## src/rtl/cds_pkg.sv

```systemverilog
// Package for the calendar date stepper: types, codes and date helpers.
// No dependencies.
package cds_pkg;

    localparam logic [0:0] CMD_SET = 1'b0;
    localparam logic [0:0] CMD_ADD = 1'b1;

    localparam logic [2:0] UNIT_DAY0  = 3'd0;
    localparam logic [2:0] UNIT_DAY1  = 3'd1;
    localparam logic [2:0] UNIT_WEEK  = 3'd2;
    localparam logic [2:0] UNIT_MONTH = 3'd3;
    localparam logic [2:0] UNIT_YEAR  = 3'd4;
    localparam logic [2:0] UNIT_BAD5  = 3'd5;
    localparam logic [2:0] UNIT_BAD6  = 3'd6;
    localparam logic [2:0] UNIT_BAD7  = 3'd7;

    localparam logic [1:0] ERR_OK    = 2'd0;
    localparam logic [1:0] ERR_DATE  = 2'd1;
    localparam logic [1:0] ERR_UNIT  = 2'd2;
    localparam logic [1:0] ERR_RANGE = 2'd3;

    typedef struct packed {
        logic [0:0]  command;
        logic [2:0]  unit;
        logic [15:0] amount;
        logic [4:0]  new_day;
        logic [3:0]  new_month;
        logic [13:0] new_year;
    } t_in;

    typedef struct packed {
        logic [4:0]  day;
        logic [3:0]  month;
        logic [13:0] year;
        logic [2:0]  weekday;
        logic [4:0]  month_length;
        logic [1:0]  error;
    } t_out;

    // datapath commands
    typedef struct packed {
        logic load;      // capture item, set up counter
        logic step;      // one iteration
        logic finish;    // commit or drop, compute outputs
    } t_cmd;

    typedef struct packed {
        logic done;      // iteration count exhausted or error found
    } t_sts;

    // y / 100 as (y / 4) / 25, the latter by reciprocal 1311 / 2^15 (exact below 16384)
    function automatic logic [7:0] div100(input logic [13:0] y);
        logic [22:0] p;
        begin
            p      = {11'd0, y[13:2]} * 23'd1311;
            div100 = p[22:15];
        end
    endfunction

    function automatic logic is_leap(input logic [13:0] y);
        logic [7:0] q;
        logic       c100;
        logic       c400;
        begin
            q    = div100(y);
            c100 = (y[1:0] == 2'b00) && (y[13:2] == {4'd0, q} * 12'd25);
            c400 = c100 && (q[1:0] == 2'b00);
            is_leap = ((y[1:0] == 2'b00) && !c100) || c400;
        end
    endfunction

    function automatic logic [4:0] month_len(input logic [3:0] m, input logic [13:0] y);
        begin
            if (m == 4'd2)
                month_len = is_leap(y) ? 5'd29 : 5'd28;
            else if (m == 4'd4 || m == 4'd6 || m == 4'd9 || m == 4'd11)
                month_len = 5'd30;
            else
                month_len = 5'd31;
        end
    endfunction

    function automatic logic [2:0] dow_offset(input logic [3:0] m);
        logic [2:0] r;
        begin
            case (m)
                4'd1:    r = 3'd0;
                4'd2:    r = 3'd3;
                4'd3:    r = 3'd2;
                4'd4:    r = 3'd5;
                4'd5:    r = 3'd0;
                4'd6:    r = 3'd3;
                4'd7:    r = 3'd5;
                4'd8:    r = 3'd1;
                4'd9:    r = 3'd4;
                4'd10:   r = 3'd6;
                4'd11:   r = 3'd2;
                4'd12:   r = 3'd4;
                default: r = 3'd0;
            endcase
            dow_offset = r;
        end
    endfunction

endpackage

```

## src/rtl/cds_weekday.sv

```systemverilog
// Weekday unit: three-stage pipeline of year sums, reciprocal divisions and mod 7 folding.
// Depends on cds_pkg.
module cds_weekday (
    input  logic        i_clk,
    input  logic        i_start,
    input  logic [4:0]  i_day,
    input  logic [3:0]  i_month,
    input  logic [13:0] i_year,
    output logic [2:0]  o_weekday,
    output logic        o_done
);
    logic [13:0] r_yy;
    logic [4:0]  r_d;
    logic [3:0]  r_m;
    logic [16:0] r_sum;
    logic [2:0]  r_wd;
    logic [2:0]  r_vld;
    logic [13:0] n_yy;
    logic [7:0]  w_q;
    logic [5:0]  w_f1;
    logic [3:0]  w_f2;
    logic [2:0]  w_mod;

    assign n_yy = (i_month < 4'd3 && i_year != 14'd0) ? i_year - 14'd1 : i_year;
    assign w_q  = cds_pkg::div100(r_yy);

    // 8 = 1 mod 7: sum octal digits twice, then one conditional subtract
    assign w_f1 = {3'd0, r_sum[2:0]} + {3'd0, r_sum[5:3]} + {3'd0, r_sum[8:6]}
                + {3'd0, r_sum[11:9]} + {3'd0, r_sum[14:12]} + {4'd0, r_sum[16:15]};
    assign w_f2 = {1'b0, w_f1[2:0]} + {1'b0, w_f1[5:3]};
    assign w_mod = (w_f2 >= 4'd7) ? 3'(w_f2 - 4'd7) : w_f2[2:0];

    always_ff @(posedge i_clk) begin
        r_vld <= {r_vld[1:0], i_start};
        r_yy  <= n_yy;
        r_d   <= i_day;
        r_m   <= i_month;
        r_sum <= {3'd0, r_yy} + {5'd0, r_yy[13:2]} - {9'd0, w_q}
               + {11'd0, w_q[7:2]} + {14'd0, cds_pkg::dow_offset(r_m)} + {12'd0, r_d};
        r_wd  <= w_mod;
    end

    assign o_weekday = r_wd;
    assign o_done    = r_vld[2];
endmodule

```

## src/rtl/cds_datapath.sv

```systemverilog
// Datapath: date regs, working copy and one day/month step per commanded cycle.
// Depends on cds_pkg and cds_weekday.
module cds_datapath #(
    parameter int MIN_YEAR = 1900,
    parameter int MAX_YEAR = 9999
) (
    input  logic           i_clk,
    input  logic           i_rst_n,
    input  cds_pkg::t_in   i_item,
    input  cds_pkg::t_cmd  i_cmd,
    output cds_pkg::t_sts  o_sts,
    output cds_pkg::t_out  o_res,
    output logic           o_res_done
);
    localparam logic [13:0] YMIN = 14'(MIN_YEAR);
    localparam logic [13:0] YMAX = 14'(MAX_YEAR);

    logic [4:0]  r_day, r_wday;
    logic [3:0]  r_month, r_wmon;
    logic [13:0] r_year, r_wyear;
    logic [19:0] r_cnt;     // remaining days or months
    logic        r_neg;
    logic        r_mode_mon;
    logic [1:0]  r_err;
    logic [1:0]  r_oerr;
    logic        r_wstart;

    logic [4:0]  w_len;
    logic [4:0]  w_prev_len;
    logic [3:0]  w_prev_m;
    logic [13:0] w_prev_y;
    logic [3:0]  w_next_m;
    logic [13:0] w_next_y;
    logic        w_next_ovf;
    logic [4:0]  w_next_len;
    logic [19:0] w_abs;
    logic [19:0] w_amt7;
    logic signed [16:0] w_ysum;
    logic [13:0] w_ynew;
    logic [4:0]  w_ylen;
    logic [2:0]  w_wd;
    logic        w_wdone;

    assign w_len      = cds_pkg::month_len(r_wmon, r_wyear);
    assign w_prev_m   = (r_wmon == 4'd1) ? 4'd12 : r_wmon - 4'd1;
    assign w_prev_y   = (r_wmon == 4'd1) ? r_wyear - 14'd1 : r_wyear;
    assign w_prev_len = cds_pkg::month_len(w_prev_m, w_prev_y);
    assign w_next_m   = (r_wmon == 4'd12) ? 4'd1 : r_wmon + 4'd1;
    assign w_next_y   = (r_wmon == 4'd12) ? r_wyear + 14'd1 : r_wyear;
    assign w_next_ovf = (r_wmon == 4'd12) && (r_wyear >= YMAX);
    assign w_next_len = cds_pkg::month_len(w_next_m, w_next_y);

    assign w_amt7 = {{4{i_item.amount[15]}}, i_item.amount} * 20'sd7;
    assign w_abs  = (i_item.unit == cds_pkg::UNIT_WEEK)
                  ? (w_amt7[19] ? 20'(-w_amt7) : w_amt7)
                  : (i_item.amount[15] ? 20'(-{{4{i_item.amount[15]}}, i_item.amount})
                                       : {4'd0, i_item.amount});
    assign w_ysum = $signed({3'd0, r_year}) + $signed({i_item.amount[15], i_item.amount});
    assign w_ynew = w_ysum[13:0];
    assign w_ylen = cds_pkg::month_len(r_month, w_ynew);

    assign o_sts.done = (r_cnt == 20'd0) || (r_err != cds_pkg::ERR_OK);

    always_ff @(posedge i_clk) begin
        if (!i_rst_n) begin
            r_day    <= 5'd1;
            r_month  <= 4'd1;
            r_year   <= YMIN;
            r_wstart <= 1'b0;
        end else begin
            r_wstart <= i_cmd.finish;
            if (i_cmd.finish && r_err == cds_pkg::ERR_OK) begin
                r_day   <= r_wday;
                r_month <= r_wmon;
                r_year  <= r_wyear;
            end
        end
    end

    always_ff @(posedge i_clk) begin
        if (i_cmd.finish)
            r_oerr <= r_err;
        if (i_cmd.load) begin
            r_wday     <= r_day;
            r_wmon     <= r_month;
            r_wyear    <= r_year;
            r_cnt      <= 20'd0;
            r_neg      <= 1'b0;
            r_mode_mon <= 1'b0;
            r_err      <= cds_pkg::ERR_OK;
            if (i_item.command == cds_pkg::CMD_SET) begin
                if (i_item.new_month < 4'd1 || i_item.new_month > 4'd12
                    || i_item.new_year < YMIN || i_item.new_year > YMAX
                    || i_item.new_day < 5'd1
                    || i_item.new_day > cds_pkg::month_len(i_item.new_month, i_item.new_year))
                    r_err <= cds_pkg::ERR_DATE;
                else begin
                    r_wday  <= i_item.new_day;
                    r_wmon  <= i_item.new_month;
                    r_wyear <= i_item.new_year;
                end
            end else begin
                unique case (i_item.unit)
                    cds_pkg::UNIT_DAY0, cds_pkg::UNIT_DAY1, cds_pkg::UNIT_WEEK: begin
                        r_cnt <= w_abs;
                        r_neg <= (i_item.unit == cds_pkg::UNIT_WEEK) ? w_amt7[19]
                                                                     : i_item.amount[15];
                    end
                    cds_pkg::UNIT_MONTH: begin
                        r_cnt      <= w_abs;
                        r_neg      <= i_item.amount[15];
                        r_mode_mon <= 1'b1;
                    end
                    cds_pkg::UNIT_YEAR: begin
                        if (w_ysum < $signed({3'd0, YMIN}) || w_ysum > $signed({3'd0, YMAX}))
                            r_err <= cds_pkg::ERR_RANGE;
                        else begin
                            r_wyear <= w_ynew;
                            if (r_day > w_ylen)
                                r_wday <= w_ylen;
                        end
                    end
                    default: r_err <= cds_pkg::ERR_UNIT;
                endcase
            end
        end else if (i_cmd.step && r_cnt != 20'd0 && r_err == cds_pkg::ERR_OK) begin
            if (r_mode_mon) begin
                r_cnt <= r_cnt - 20'd1;
                if (r_neg) begin
                    if (w_prev_y < YMIN) r_err <= cds_pkg::ERR_RANGE;
                    r_wmon  <= w_prev_m;
                    r_wyear <= w_prev_y;
                    if (r_wday > w_prev_len) r_wday <= w_prev_len;
                end else begin
                    if (w_next_ovf) r_err <= cds_pkg::ERR_RANGE;
                    r_wmon  <= w_next_m;
                    r_wyear <= w_next_y;
                    if (r_wday > w_next_len) r_wday <= w_next_len;
                end
            end else if (r_neg) begin
                if ({15'd0, r_wday} > r_cnt) begin
                    r_wday <= r_wday - 5'(r_cnt);
                    r_cnt  <= 20'd0;
                end else begin
                    r_cnt   <= r_cnt - {15'd0, r_wday};
                    r_wmon  <= w_prev_m;
                    r_wyear <= w_prev_y;
                    r_wday  <= w_prev_len;
                    if (w_prev_y < YMIN) r_err <= cds_pkg::ERR_RANGE;
                end
            end else begin
                if ({15'd0, w_len - r_wday} >= r_cnt) begin
                    r_wday <= r_wday + 5'(r_cnt);
                    r_cnt  <= 20'd0;
                end else begin
                    r_cnt   <= r_cnt - {15'd0, w_len - r_wday} - 20'd1;
                    r_wday  <= 5'd1;
                    r_wmon  <= w_next_m;
                    r_wyear <= w_next_y;
                    if (w_next_ovf) r_err <= cds_pkg::ERR_RANGE;
                end
            end
        end
    end

    cds_weekday u_wd (
        .i_clk     (i_clk),
        .i_start   (r_wstart),
        .i_day     (r_day),
        .i_month   (r_month),
        .i_year    (r_year),
        .o_weekday (w_wd),
        .o_done    (w_wdone)
    );

    assign o_res.day          = r_day;
    assign o_res.month        = r_month;
    assign o_res.year         = r_year;
    assign o_res.weekday      = w_wd;
    assign o_res.month_length = cds_pkg::month_len(r_month, r_year);
    assign o_res.error        = r_oerr;
    assign o_res_done         = w_wdone;
endmodule

```

## config.mk

```make
export PLATFORM = sky130hd
export DESIGN_NAME = cds_datapath
export DESIGN_NICKNAME = d
export VERILOG_FILES = /design/src/rtl/cds_pkg.sv /design/src/rtl/cds_weekday.sv /design/src/rtl/cds_datapath.sv
export SDC_FILE = /design/constraint.sdc
export NUM_CORES = 2
export LEC_CHECK = 0
export ABC_AREA = 1
export CAP_MARGIN = 20
export CORE_UTILIZATION = 40
export CTS_CLUSTER_DIAMETER = 100
export DETAILED_ROUTE_END_ITERATION = 10
export DONT_BUFFER_PORTS = 1
export GPL_TIMING_DRIVEN = 0
export SKIP_LAST_GASP = 1
export SYNTH_ARGS = -nofsm -noshare
export SYNTH_HDL_FRONTEND = slang
export SYNTH_SLANG_ARGS = --single-unit
```

## constraint.sdc

```tcl
create_clock -name i_clk -period 24 [get_ports i_clk]
set_clock_uncertainty 0.05 [all_clocks]
set_input_delay 2.4 -clock i_clk [delete_from_list [all_inputs] [get_ports i_clk]]
set_output_delay 2.4 -clock i_clk [all_outputs]
set_load 0.05 [all_outputs]
```

==> results.py <==
metrics = {
    "global_route": {
        "grt_max_degree": 23,
        "grt_usage_pct": 21.43,
        "overflow": 0,
        "grt_pass1_vias": 30907,
        "antenna_found_initial": 1,
        "grt_pass1_wl_mm": 162.4,
    },
    "logic_synthesis": {
        "yosys-top-cells-count": "inv_1 (992), ha_1 (959), nand2_1 (775)",
        "synthCells": 4761,
        "yosysTopAreaCell": "ha_1",
        "synthFlopType": "dfxtp_1",
        "yosysMostFrequentCell": "inv_1",
        "synth_edf_count": 49,
        "synth_seq_cells": 118,
        "synth.avg_cell_area_um2": 7.951,
        "yosys-top-cells-area": "ha_1 (32%), fa_1 (19%), inv_1 (9.8%)",
        "ys_seq_area_share_pct": 7.536,
        "synthArstFlopShare_pct": 0,
        "synth_top_cell_area_share_pct": 31.70,
        "syn_area_um2": 37860,
        "yosysWarnings": 0,
        "synthDistinctLibCells": 71,
    },
    "cts": {
        "cts_tree": "yes",
        "post_cts_resized": 0,
        "holdBufCountCts": 0,
        "root_buffer": "clkbuf_16",
        "clk_pin_slew_worst_paths_ps": 60,
        "clk_path_buf_depth": 2,
        "post-cts-setup-buffers": 0,
        "cts-buffers-inserted": 17,
        "htree_levels": 4,
        "clk_latency_ps": 460,
        "cts_num_sinks": 118,
    },
    "critical_path": {
        "r2r_slack_ps": 11510,
        "critPathLaunchType": "input port",
        "timing.rr.end": "r_wyear[7]",
        "startpoint": "i_item[23]",
        "endpoint_kind": "flip-flop",
        "reg2regPathDepth": 47,
        "crit_required_ps": 24160,
        "cp_common_cell": "inv_1",
        "slowest_stage": "fa_1",
        "crit_path_end": "r_wday[0]",
        "slowest_delay_ps": 560,
        "cp_max_fo": 8,
        "rr_startpoint": "r_wyear[7]",
        "cp.arrival_ps": 13020,
        "critPathKind": "in2reg",
    },
    "cells_and_area": {
        "fillers": 9570,
        "diodes": 0,
        "area_growth_pct": 6.316,
        "layout-drive-gt1-share_pct": 2.623,
        "fin_nets": 6165,
        "final_util_pct": 43.06,
    },
    "detailed_routing": {
        "first_iter_violations": 2000,
        "vias": 31018,
        "post-route-drc-count": 0,
        "vias_per_cell": 5.121,
        "wl_mm": 99.34,
        "firstDrtPassIters": 5,
        "drt-wirelength-per-cell_um": 16.40,
        "postRouteAntennaNets": 0,
    },
    "run": {
        "drv_cap": 0,
    },
    "die": {
        "io_pins": 83,
        "core_um2": 93470,
        "num_rows": 112,
        "dieArea_um2": 95870,
        "dieWidth_um": 309.6,
        "start_util_pct": 40.50,
        "die_y_um": 309.6,
    },
    "timing": {
        "finalCriticalPeriod_ps": 12860,
        "worstMarginPinSlew_ps": 1020,
        "setup_viol": 0,
        "finalHoldViolCount": 0,
        "fin_tns_setup_ps": 0,
        "timing.final.crit_share_pct": 53.57,
        "max_freq_mhz": 77.78,
        "rsz0062_at_grt": "no",
        "relSlewSlack_pct": 31.79,
        "maxSlewViolCount": 0,
    },
    "placed_design": {
        "gp_congestion": 0.9584,
        "dp_hpwl_mm": 85.29,
        "portBuffers": 0,
    },
    "hold_path": {
        "hp-start": "u_wd.r_vld[1]",
        "worstHoldPathType": "reg2reg",
        "whs_path_depth": 0,
    },
    "status": {
        "status": "finished, final reports clean",
    },
}
worst min-delay path by stage:
stage	to
6_report	u_wd.r_vld[2]
5_1_grt	u_wd.r_vld[1]
4_1_cts	u_wd.r_vld[0]
3_5_place_dp	u_wd.r_vld[0]
3_3_place_gp	u_wd.r_vld[0]
2_1_floorplan	u_wd.r_vld[0]
state kept, by name (all words and copies together) (netlist names), 2 cells and up, named ones only:
name	flops
r_cnt	20
r_day	5
r_err	2
r_month	4
r_oerr	2
r_wday	5
r_wmon	4
r_wyear	14
r_year	14
u_wd.o_weekday	3
u_wd.r_d	5
u_wd.r_sum	17
u_wd.r_vld	3
u_wd.r_yy	14
final cells by class:
| cell class | count | area (um2) | share of cell area, % |
|---|---|---|---|
| timing repair buffer | 8 | 220.2 | 0.5471 |
| buffer | 46 | 212.7 | 0.5285 |
| tap | 1254 | 1569 | 3.898 |
| clock buffer | 19 | 452.9 | 1.125 |
| inverter | 1006 | 3781 | 9.395 |
| clock inverter | 13 | 136.4 | 0.3389 |
| multi-input combinational | 3593 | 31020 | 77.07 |
| sequential | 118 | 2858 | 7.100 |
worst max-delay path, delay by kind of cell:
kind                       cells  cell delay (ps)
and+or+nand+nor               25             3050
adders and majority gates     13             4750
AOI/OAI and AO/OA              8             1310
xor gates and xnor gates       2              480
buffers and inverters         13             1000
cells by family (layout without fill, tap and decap cells):
| group | after synthesis | after routing | synth area share [%] |
|---|---|---|---|
| AOI/OAI and AO/OA | 610 | 610 | 9.129 |
| xor gates and xnor gates | 224 | 224 | 5.338 |
| adders and majority gates | 1327 | 1327 | 51.16 |
| buffers and inverters | 1052 | 1092 | 10.55 |
| DFF | 118 | 118 | 7.536 |
| muxes | 1 | 1 | 0.02974 |
| other | 1 | 3 | 0.009906 |
| and+or+nand+nor | 1428 | 1428 | 16.25 |
stage by stage:
step / area, um2 / worst slack (ps) / instances / hold slack, ps
floorplan: 37860 / 12400 / 4763 / 259.6
global placement: 39430 / 10730 / 6017 / 263.7
detailed placement: 39660 / 10710 / 6025 / 263.6
CTS: 40250 / 11140 / 6057 / 279.2
global route: 40250 / 10300 / 6057 / 282.3
finish: 40250 / 11140 / 6057 / 277.3
metal layers:
metal  part of all wire, %  track usage [%]  wire, um
met4                   1.9            4.697      1858
met1                    45            28.27     44830
met3                   6.9            3.853      6843
met5                     0                0         0
met2                    46            36.29     45810
placed cells by master (no fill, tap or decap), types with 29 or more instances in the layout:
cell,synthesis,routed
clkbuf_1,29,29
dfxtp_1,69,65
xor2_1,148,148
nand3_1,250,250
o21ai_0,177,177
nor2_1,237,237
nand2_1,775,775
edfxtp_1,49,49
xnor2_1,69,69
nor3_1,39,39
fa_1,368,368
nand4_1,49,49
ha_1,959,959
inv_1,992,992
a21oi_1,268,268
Power is not shown: default switching activity piles up to over one toggle a cycle in this logic, so the estimate is an artifact.
