==> config.mk <==
export PLATFORM = sky130hd
export DESIGN_NAME = cds_ctrl
export DESIGN_NICKNAME = d
export VERILOG_FILES = /design/src/rtl/cds_pkg.sv /design/src/rtl/cds_ctrl.sv
export SDC_FILE = /design/constraint.sdc
export NUM_CORES = 1
export LEC_CHECK = 0
export BUFFER_PORTS_ARGS = -buffer_cell sky130_fd_sc_hd__buf_4
export CAP_MARGIN = 20
export CORE_AREA = 8 8 45 47
export CTS_CLUSTER_DIAMETER = 120
export DETAILED_ROUTE_END_ITERATION = 6
export DIE_AREA = 0 0 53 55
export SYNTH_ARGS = -nofsm -noshare
export SYNTH_HDL_FRONTEND = slang
export SYNTH_SLANG_ARGS = --single-unit
export TNS_END_PERCENT = 30
==> constraint.sdc <==
create_clock -name i_clk -period 2.75 [get_ports i_clk]
set_input_delay 0.275 -clock i_clk [delete_from_list [all_inputs] [get_ports i_clk]]
set_output_delay 0.275 -clock i_clk [all_outputs]
set_load 0.01 [all_outputs]
==> src/rtl/cds_pkg.sv <==
// Package for the calendar date stepper: types, codes and date helpers.
// No dependencies.
package cds_pkg;

    localparam logic [0:0] CMD_SET = 1'b0;
    localparam logic [0:0] CMD_ADD = 1'b1;

    localparam logic [2:0] UNIT_DAY0  = 3'd0;
    localparam logic [2:0] UNIT_DAY1  = 3'd1;
    localparam logic [2:0] UNIT_WEEK  = 3'd2;
    localparam logic [2:0] UNIT_MONTH = 3'd3;
    localparam logic [2:0] UNIT_YEAR  = 3'd4;
    localparam logic [2:0] UNIT_BAD5  = 3'd5;
    localparam logic [2:0] UNIT_BAD6  = 3'd6;
    localparam logic [2:0] UNIT_BAD7  = 3'd7;

    localparam logic [1:0] ERR_OK    = 2'd0;
    localparam logic [1:0] ERR_DATE  = 2'd1;
    localparam logic [1:0] ERR_UNIT  = 2'd2;
    localparam logic [1:0] ERR_RANGE = 2'd3;

    typedef struct packed {
        logic [0:0]  command;
        logic [2:0]  unit;
        logic [15:0] amount;
        logic [4:0]  new_day;
        logic [3:0]  new_month;
        logic [13:0] new_year;
    } t_in;

    typedef struct packed {
        logic [4:0]  day;
        logic [3:0]  month;
        logic [13:0] year;
        logic [2:0]  weekday;
        logic [4:0]  month_length;
        logic [1:0]  error;
    } t_out;

    // datapath commands
    typedef struct packed {
        logic load;      // capture item, set up counter
        logic step;      // one iteration
        logic finish;    // commit or drop, compute outputs
    } t_cmd;

    typedef struct packed {
        logic done;      // iteration count exhausted or error found
    } t_sts;

    // y / 100 as (y / 4) / 25, the latter by reciprocal 1311 / 2^15 (exact below 16384)
    function automatic logic [7:0] div100(input logic [13:0] y);
        logic [22:0] p;
        begin
            p      = {11'd0, y[13:2]} * 23'd1311;
            div100 = p[22:15];
        end
    endfunction

    function automatic logic is_leap(input logic [13:0] y);
        logic [7:0] q;
        logic       c100;
        logic       c400;
        begin
            q    = div100(y);
            c100 = (y[1:0] == 2'b00) && (y[13:2] == {4'd0, q} * 12'd25);
            c400 = c100 && (q[1:0] == 2'b00);
            is_leap = ((y[1:0] == 2'b00) && !c100) || c400;
        end
    endfunction

    function automatic logic [4:0] month_len(input logic [3:0] m, input logic [13:0] y);
        begin
            if (m == 4'd2)
                month_len = is_leap(y) ? 5'd29 : 5'd28;
            else if (m == 4'd4 || m == 4'd6 || m == 4'd9 || m == 4'd11)
                month_len = 5'd30;
            else
                month_len = 5'd31;
        end
    endfunction

    function automatic logic [2:0] dow_offset(input logic [3:0] m);
        logic [2:0] r;
        begin
            case (m)
                4'd1:    r = 3'd0;
                4'd2:    r = 3'd3;
                4'd3:    r = 3'd2;
                4'd4:    r = 3'd5;
                4'd5:    r = 3'd0;
                4'd6:    r = 3'd3;
                4'd7:    r = 3'd5;
                4'd8:    r = 3'd1;
                4'd9:    r = 3'd4;
                4'd10:   r = 3'd6;
                4'd11:   r = 3'd2;
                4'd12:   r = 3'd4;
                default: r = 3'd0;
            endcase
            dow_offset = r;
        end
    endfunction

endpackage

==> src/rtl/cds_ctrl.sv <==
// Controller: sequences load, iteration, commit and result handshake.
// Depends on cds_pkg.
module cds_ctrl (
    input  logic          i_clk,
    input  logic          i_rst_n,
    input  logic          i_in_valid,
    output logic          o_in_ready,
    output logic          o_out_valid,
    input  logic          i_out_ready,
    input  cds_pkg::t_sts i_sts,
    input  logic          i_res_done,
    output cds_pkg::t_cmd o_cmd
);
    localparam logic [2:0] S_IDLE = 3'd0;
    localparam logic [2:0] S_RUN  = 3'd1;
    localparam logic [2:0] S_FIN  = 3'd2;
    localparam logic [2:0] S_WAIT = 3'd3;
    localparam logic [2:0] S_OUT  = 3'd4;

    logic [2:0] r_state, n_state;

    always_comb begin
        n_state = r_state;
        o_cmd   = '0;
        unique case (r_state)
            S_IDLE: begin
                o_cmd.load = i_in_valid;
                if (i_in_valid) n_state = S_RUN;
            end
            S_RUN: begin
                o_cmd.step = 1'b1;
                if (i_sts.done) n_state = S_FIN;
            end
            S_FIN: begin
                o_cmd.finish = 1'b1;
                n_state = S_WAIT;
            end
            S_WAIT: if (i_res_done) n_state = S_OUT;
            S_OUT:  if (i_out_ready) n_state = S_IDLE;
            default: n_state = S_IDLE;
        endcase
    end

    always_ff @(posedge i_clk) begin
        if (!i_rst_n) r_state <= S_IDLE;
        else          r_state <= n_state;
    end

    assign o_in_ready  = (r_state == S_IDLE);
    assign o_out_valid = (r_state == S_OUT);
endmodule

==> run summary, run 1 <==
result of the run = completed
number of gates resized after CTS = 0
hold slack = 0.288 ns
Cell Rows = 14
Post-CTS Setup Repair Bufs = 0
instance area after placement = 268 sq um
max capacitance violation total = 0
WL final = 496 um
endpoints failing hold = 0
worst IR drop on VDD = 0.111 mV
maximum cell stage delay along the critical path = 0.38 ns
area share of fa/ha/maj cells after synthesis = 0
Max Slew Vio Count = 0
transition time at the pin with the least slew margin = 0.294 ns
instance count of the mapped netlist = 20
number of I/O pins = 11
pre-CTS worst setup slack = 1.59 ns
finished layout cell area = 294 sq um
Power, Total = 165 uW
CP max-delay cell = dfxtp_1
reg2reg setup slack = 1.62 ns
worst slew margin relative to its limit = 0.804
mux share of post-synthesis cell area = 0.0596
simple-gate share of the synthesized area = 0.377
cell at the root of the clock tree = clkbuf_4
Setup CP Type = flip-flop to output port
sequential area share after synthesis = 0.318
post-layout worst setup margin = 1.34 ns
initial core utilization = 0.137
hold bufs inserted after CTS = 0
initial DRC count = 0
Layout fillers = 151
CTS tree = built
compound-cell area share of the yosys netlist = 0.159
number of register bits inferred by synthesis = 3
antenna violations before repair = 0
crit path capture type = output port
ratio of cells with drive above 1 in the final layout = 0.469
Port Buffers = 10
number of stages on the worst hold path = 2
Std-Cell Core Area = 1380 sq um
final weighted congestion of routability-driven global placement = 0.682
count of cell types in the netlist = 15
clock insertion delay at the later pin of the skew report = 0.24 ns
synthesized area per cell = 9.45 sq um
data required time of the critical path = 2.48 ns
Die W = 53 um
number of cell instances on the worst register-to-register path = 2
largest registers ranked by flip-flop count = r_state (3)
maximum number of pins on one net before global-route repair = 11
share of the cycle needed by the critical path after routing = 0.512
setup repair after global routing missed its margin = false
maximum frequency from static timing analysis = 0.711 GHz
area growth from synthesis to layout = 55.6%
DRT antenna net count = 0
DIE HEIGHT = 55 um
Total Die Area = 2920 sq um
ant diodes = 0
vias = 188
Placed Cells incl. Taps = 44
final routed wire length divided by cell count = 10.3 um
via count of the first global-routing pass = 198
Final min period = 1.41 ns
global-route usage over all layers = 0.0431
clock slew at reported path FFs = 0.04 ns
number of buffers inserted during clock tree synthesis = 3
Max Root-Sink Buffers = 2
startpoint kind of the worst setup timing path = flip-flop
clock skew = 0.00581 ns
Layout Utilization = 0.212
DRC violation count after routing = 0
sum of overflow across all layers after global routing = 0
fraction of synthesized cell area in xor and xnor cells = 0
crit-path max FO = 10
register with the highest flop count = r_state
most frequent cells in the layout = 10 x buf_4, 3 x nor3b_1, 3 x clkbuf_4, 3 x dfxtp_1, 2 x nor3_1
Data arrival, critical path = 1.13 ns
Net count, final = 39
Non-Filler Instances = 48
drt first pass iters = 1
type of the tightest min-delay check = input port to flip-flop
Critical Path, Cell by Cell = nor3_1 -> and2_1 -> buf_4
combinational family with the most area after synthesis = simple AND/OR/NAND/NOR gates
H-tree level count = 1
nets in the synthesized netlist = 26
number of sinks driven by the clock tree = 3
Vias per Instance = 3.92
Setup TNS = 0 ns
number of warnings issued by yosys = 0
flip-flop count of the largest register after layout = 3
Setup-failing EPs final = 0
most common library cell in the layout ignoring fill and taps = buf_4
global-route wire length before repair = 869 um
Synth Cell Area = 189 sq um
Power Dens Cells = 561 nW/um^2
leakage power = 0.120 nW
layer usage:
metal,vias up,part of all wire,track usage
met4,0,0,0.0388
li1,97,-,-
met1,86,0.42,0.0410
met2,5,0.51,0.0586
met5,-,0,0
met3,0,0.065,0.0348
synth_stat cells:
cell      instances  area share
nor3b_1           3        0.12
buf_2             1       0.026
nand3b_1          1       0.040
or4b_1            1       0.053
mux2_2            1       0.060
a211oi_1          1       0.040
nor3_1            2       0.053
and2_1            1       0.033
nand4b_1          1       0.046
a21bo_2           1       0.053
dfxtp_1           3        0.32
a21oi_1           1       0.026
a21boi_1          1       0.040
nand2b_1          1       0.033
buf_6             1       0.060
report_power, final:
part           internal, mW  leakage, nW  total (mW)  switching, mW
Clock                0.0546       0.0150      0.0808         0.0262
Combinational        0.0198       0.0801      0.0313         0.0115
Sequential           0.0466       0.0246      0.0529        0.00627
Total                 0.121        0.120       0.165         0.0440
cell type report:
type	instances	area [sq um]	share of cell area
sequential	3	60.1	0.204
tap	16	20.0	0.0681
multi-input combinational	15	113	0.383
clock buffer	4	26.3	0.0894
timing repair buffer	10	75.1	0.255
logic make-up after synthesis:
logic type	Yosys count
flip-flops	3
AND/OR/NAND/NOR	10
multiplexers	1
buffers and inverters	2
AO/OA/AOI/OAI	4
critical path, delay by kind of cell, from the launching register on:
| family | cells | cell delay (ns) |
|---|---|---|
| AND/OR/NAND/NOR | 2 | 0.39 |
| flip-flops | 1 | 0.38 |
| buffers and inverters | 1 | 0.11 |
worst paths after layout:
kind	start	endpoint
min reg2reg	r_state[1]	r_state[2]
min	i_rst_n	r_state[2]
max reg2reg	r_state[0]	r_state[2]
max	r_state[0]	o_cmd[2]
Power figures use the tool's default switching activity.
==> inputs of run 2 (changes only) <==
- clock period: 2.75 -> 1.1 ns (I/O delays scaled with it)
==> run summary, run 2 (synthesis gave the netlist of run 1 again) <==
reg2reg setup slack = 0.04 ns (was 1.62 ns)
Std-Cell Core Area = 1380 sq um (unchanged)
maximum number of pins on one net before global-route repair = 8 (was 11)
result of the run = complete, but fails checks (was completed)
Die W = 53 um (unchanged)
initial DRC count = 0 (unchanged)
antenna violations before repair = 0 (unchanged)
r2r endpoint = r_state[2] (unchanged)
transition time at the pin with the least slew margin = 0.176 ns (was 0.294 ns)
worst slew margin relative to its limit = 0.882 (was 0.804)
number of stages on the worst hold path = 2 (unchanged)
crit path capture type = output port (unchanged)
sum of overflow across all layers after global routing = 0 (unchanged)
most frequent cells in the layout = 12 x buf_4, 3 x nor3b_2, 3 x clkbuf_4 (was 10 x buf_4, 3 x nor3b_1, 3 x clkbuf_4, 3 x dfxtp_1, 2 x nor3_1)
endpoints failing hold = 0 (unchanged)
global-route usage over all layers = 0.0541 (was 0.0431)
Port Buffers = 10 (unchanged)
data required time of the critical path = 0.99 ns (was 2.48 ns)
Setup TNS = -0.129 ns (was 0 ns)
WL final = 575 um (was 496 um)
number of cell instances on the worst register-to-register path = 2 (unchanged)
global-route wire length before repair = 1010 um (was 869 um)
worst IR drop on VDD = 0.346 mV (was 0.111 mV)
via count of the first global-routing pass = 243 (was 198)
Max Slew Vio Count = 0 (unchanged)
Layout Utilization = 0.265 (was 0.212)
number of sinks driven by the clock tree = 3 (unchanged)
maximum frequency from static timing analysis = 0.874 GHz
met3 routed WL = 17 um (was 32 um)
Setup-failing EPs final = 4 (was 0)
Layout fillers = 155 (was 151)
area of all sequential standard cells = 68.8 sq um (was 60.1 sq um)
vias = 211 (was 188)
hold bufs inserted after CTS = 0 (unchanged)
final weighted congestion of routability-driven global placement = 0.732 (was 0.682)
Hold Path Sink = r_state[2] (unchanged)
share of the cycle needed by the critical path after routing = 1.04
finished layout cell area = 367 sq um (was 294 sq um)
DRC violation count after routing = 0 (unchanged)
DRT antenna net count = 0 (unchanged)
H-tree level count = 1 (unchanged)
uppermost layer routed = met4 (was met3)
flip-flop count of the largest register after layout = 3 (unchanged)
Cell Rows = 14 (unchanged)
clock skew = 0.000410 ns (was 0.00581 ns)
number of buffers inserted during clock tree synthesis = 3 (unchanged)
violated checks = setup timing
final routed wire length divided by cell count = 11.1 um (was 10.3 um)
CTS tree = built (unchanged)
Setup CP Type = flip-flop to output port (unchanged)
instance area after placement = 290 sq um (was 268 sq um)
pre-CTS worst setup slack = 0.0341 ns (was 1.59 ns)
setup repair after global routing missed its margin = true (was false)
initial core utilization = 0.137 (unchanged)
startpoint kind of the worst setup timing path = flip-flop (unchanged)
DIE HEIGHT = 55 um (unchanged)
routed wire length on met2 = 295 um (was 254 um)
max capacitance violation total = 0 (unchanged)
crit-path max FO = 5 (was 10)
Net count, final = 43 (was 39)
Max Root-Sink Buffers = 2 (unchanged)
Total Die Area = 2920 sq um (unchanged)
most common library cell in the layout ignoring fill and taps = buf_4 (unchanged)
met1 layer wirelength in the final routing = 228 um (was 209 um)
ratio of cells with drive above 1 in the final layout = 0.722 (was 0.469)
Power Dens Cells = 1210 nW/um^2 (was 561 nW/um^2)
register with the highest flop count = r_state (unchanged)
Placed Cells incl. Taps = 47 (was 44)
type of the tightest min-delay check = input port to flip-flop (unchanged)
post-DP HPWL = 434 um
ant diodes = 0 (unchanged)
cell at the root of the clock tree = clkbuf_4 (unchanged)
Data arrival, critical path = 1.03 ns (was 1.13 ns)
Non-Filler Instances = 52 (was 48)
area growth from synthesis to layout = 94.0% (was 55.6%)
startpoint of the lowest-slack register-to-register path = r_state[0] (unchanged)
clock insertion delay at the later pin of the skew report = 0.23 ns (was 0.24 ns)
drt first pass iters = 1 (unchanged)
origin of the worst min-delay path = i_rst_n (unchanged)
clock slew at reported path FFs = 0.04 ns (about the same)
leakage power = 0.158 nW (was 0.120 nW)
area taken by multi-input logic gates = 139 sq um (was 113 sq um)
number of I/O pins = 11 (unchanged)
Vias per Instance = 4.06 (was 3.92)
largest registers ranked by flip-flop count = r_state (3) (unchanged)
Final min period = 1.14 ns
post-layout worst setup margin = -0.0442 ns (was 1.34 ns)
-- run 2: cell types whose count changed in the layout (fill, tap and decap cells not counted), sizes merged --
cell	delta
buf	+4
-- run 2: layer usage --
layer  global-route usage  vias to the layer above
met4               0.0905                        0
met3               0.0267                        2
met2               0.0781                        6
met1               0.0425                       97
met5                    0                        -
li1                     -                      106
-- run 2: report_power, final --
group          switching, mW  internal, mW
combinational         0.0426        0.0761
clock                 0.0565         0.136
sequential            0.0144         0.117
total                  0.113         0.329
-- run 2: repair_timing --
item	CTS	global route
pin swaps	2	1
buffers inserted	1	0
endpoints found under the hold margin	0	0
gates resized for setup	12	0
endpoints found under the setup margin	5	5
-- run 2: area by class of cell --
type | instances | share of cell area
clock buffers | 4 | 0.0717
multi-input cells | 15 | 0.379
repair buffers | 14 | 0.307
well taps | 16 | 0.0546
flip-flops and latches | 3 | 0.188
-- run 2: worst max-delay path by stage --
stage          startpoint  slack, ns  cells past startpoint          end
3_3_place_gp   r_state[2]       0.03                      2   r_state[2]
4_1_cts        r_state[1]      -0.06                      3     o_cmd[2]
3_5_place_dp   r_state[1]       0.03                      2   r_state[0]
2_1_floorplan  r_state[0]       0.01                      3   r_state[2]
6_report       r_state[0]      -0.04                      3     o_cmd[2]
5_1_grt        r_state[1]      -0.11                      3  o_out_valid
-- run 2: critical path: stages (launching register included) --
cell     delay, ns
dfxtp_4       0.36
nor3_4        0.19
and2_1        0.15
buf_4         0.11
-- run 2: stage by stage --
step | hold WS, ns | power, mW
final | 0.130 | 0.442
after global routing | 0.108 | 0.489
after CTS | 0.125 | 0.453
after detailed placement | 0.369 | 0.228
after global placement | 0.385 | 0.227
after floorplan | 0.263 | 0.177
==> inputs of run 3 (changes only) <==
- CELL_PAD_IN_SITES_DETAIL_PLACEMENT: default -> 2
- CELL_PAD_IN_SITES_GLOBAL_PLACEMENT: default -> 2
- PLACE_DENSITY_LB_ADDON: default -> 0.1
==> run summary, run 3 (synthesis gave the netlist of run 1 again) <==
global-route wire length before repair = 1100 um (was 1010 um)
maximum number of pins on one net before global-route repair = 8 (unchanged)
initial core utilization = 0.137 (unchanged)
vias = 231 (was 211)
Net count, final = 45 (was 43)
largest registers ranked by flip-flop count = r_state (3) (unchanged)
global-route usage over all layers = 0.0535 (was 0.0541)
Die W = 53 um (unchanged)
ant diodes = 0 (unchanged)
Data arrival, critical path = 1.05 ns (was 1.03 ns)
worst slew margin relative to its limit = 0.851 (was 0.882)
Final min period = 1.16 ns (was 1.14 ns)
drt first pass iters = 2 (was 1)
number of I/O pins = 11 (unchanged)
Setup TNS = -0.228 ns (was -0.129 ns)
cell seen most often among critical-path stages = buf_4
Max Root-Sink Buffers = 2 (unchanged)
result of the run = complete, but fails checks (unchanged)
Total Die Area = 2920 sq um (unchanged)
type of the tightest min-delay check = input port to flip-flop (unchanged)
Port Buffers = 10 (unchanged)
endpoints failing hold = 0 (unchanged)
reg2reg setup slack = -0.01 ns (was 0.04 ns)
Cell Rows = 14 (unchanged)
post-layout worst setup margin = -0.0638 ns (was -0.0442 ns)
crit-path max FO = 6 (was 5)
area growth from synthesis to layout = 110% (was 94.0%)
Max Slew Vio Count = 0 (unchanged)
most common library cell in the layout ignoring fill and taps = buf_4 (unchanged)
flip-flop count of the largest register after layout = 3 (unchanged)
violated checks = setup timing (unchanged)
hold bufs inserted after CTS = 0 (unchanged)
worst path buffer plus inverter count = 2 (was 1)
Std-Cell Core Area = 1380 sq um (unchanged)
cell at the root of the clock tree = clkbuf_4 (unchanged)
most frequent cells in the layout = 13 x buf_4, 3 x nor3b_2, 3 x clkbuf_4, 3 x buf_6, 2 x dfxtp_4 (was 12 x buf_4, 3 x nor3b_2, 3 x clkbuf_4)
largest delay contributor family on the critical path = flip-flops (unchanged)
Power Dens Cells = 1160 nW/um^2 (was 1210 nW/um^2)
antenna violations before repair = 0 (unchanged)
maximum frequency from static timing analysis = 0.859 GHz (was 0.874 GHz)
Setup CP Type = flip-flop to output port (unchanged)
clock skew = 0.00143 ns (was 0.000410 ns)
number of buffers inserted during clock tree synthesis = 3 (unchanged)
CP max-delay cell = dfxtp_2 (was dfxtp_4)
data required time of the critical path = 0.99 ns (about the same)
post-DP HPWL = 533 um (was 434 um)
maximum cell stage delay along the critical path = 0.34 ns (was 0.36 ns)
via count of the first global-routing pass = 275 (was 243)
DRC violation count after routing = 0 (unchanged)
final weighted congestion of routability-driven global placement = 0.709 (was 0.732)
crit path capture type = output port (unchanged)
Vias per Instance = 4.28 (was 4.06)
number of sinks driven by the clock tree = 3 (unchanged)
register with the highest flop count = r_state (unchanged)
sum of overflow across all layers after global routing = 0 (unchanged)
CTS tree = built (unchanged)
initial DRC count = 1 (was 0)
clock slew at reported path FFs = 0.04 ns (about the same)
instance area after placement = 290 sq um (unchanged)
leakage power = 0.173 nW (was 0.158 nW)
transition time at the pin with the least slew margin = 0.222 ns (was 0.176 ns)
H-tree level count = 1 (unchanged)
startpoint kind of the worst setup timing path = flip-flop (unchanged)
pre-CTS worst setup slack = -0.0432 ns (was 0.0341 ns)
share of the cycle needed by the critical path after routing = 1.06 (was 1.04)
setup repair after global routing missed its margin = true (unchanged)
Critical Path, Cell by Cell = buf_4 -> nor3b_2 -> buf_4 (was nor3_4 -> and2_1 -> buf_4)
clock insertion delay at the later pin of the skew report = 0.23 ns (about the same)
worst IR drop on VDD = 0.327 mV (was 0.346 mV)
ratio of cells with drive above 1 in the final layout = 0.816 (was 0.722)
WL final = 737 um (was 575 um)
Setup-failing EPs final = 6 (was 4)
final routed wire length divided by cell count = 13.6 um (was 11.1 um)
finished layout cell area = 397 sq um (was 367 sq um)
DRT antenna net count = 0 (unchanged)
DIE HEIGHT = 55 um (unchanged)
max capacitance violation total = 0 (unchanged)
## run 3: changes by cell type in the layout (fill, tap and decap cells not counted), sizes merged
| cell | delta |
|---|---|
| buf | +2 |
## run 3: metal layers
metal	up-vias	wire (um)	global-route usage
met5	-	0	0
li1	109	-	-
met4	0	19	0.0647
met2	6	441	0.0996
met1	114	244	0.0409
met3	2	32	0.0134
## run 3: stage by stage
step / instances / util / power, mW / hold WS (ns)
after floorplan: 20 / - / 0.177 / 0.263
after global placement: 47 / 0.210 / 0.231 / 0.384
after detailed placement: 47 / 0.210 / 0.232 / 0.386
after CTS: 51 / 0.252 / 0.448 / 0.150
after global routing: 54 / 0.287 / 0.485 / 0.153
final: 54 / 0.287 / 0.460 / 0.136
## run 3: final timing paths
check                                 from  depth (start not counted)     endpoint
worst max-delay path            r_state[0]                          3  o_out_valid
worst min-delay path               i_rst_n                          2   r_state[2]
worst max register to register  r_state[1]                          2   r_state[2]
worst min register to register  r_state[1]                          2   r_state[2]
## run 3: timing repair
action | in CTS | in global routing
buffers inserted | 0 | 3
setup endpoints to repair | 7 | 6
gates resized for setup | 9 | 7
pin swaps | 2 | 3
## run 3: where the power goes
| part | switching [mW] | total, mW | leakage [nW] | internal, mW |
|---|---|---|---|---|
| Clock | 0.0595 | 0.196 | 0.0150 | 0.136 |
| Combinational | 0.0492 | 0.135 | 0.131 | 0.0856 |
| Sequential | 0.0149 | 0.130 | 0.0264 | 0.115 |
## run 3: layout make-up
cell class | instances | area [sq um]
Multi-Input combinational cell | 15 | 150
Tap cell | 16 | 20.0
Sequential cell | 3 | 68.8
Fill cell | 157 | 987
Timing Repair Buffer | 16 | 131
Clock buffer | 4 | 26.3
## run 3: worst reg2reg max path, cell delays in order, from the launching register on
cell and delay (ns):
dfxtp_4 0.37, or4b_1 0.53, a21boi_2 0.14
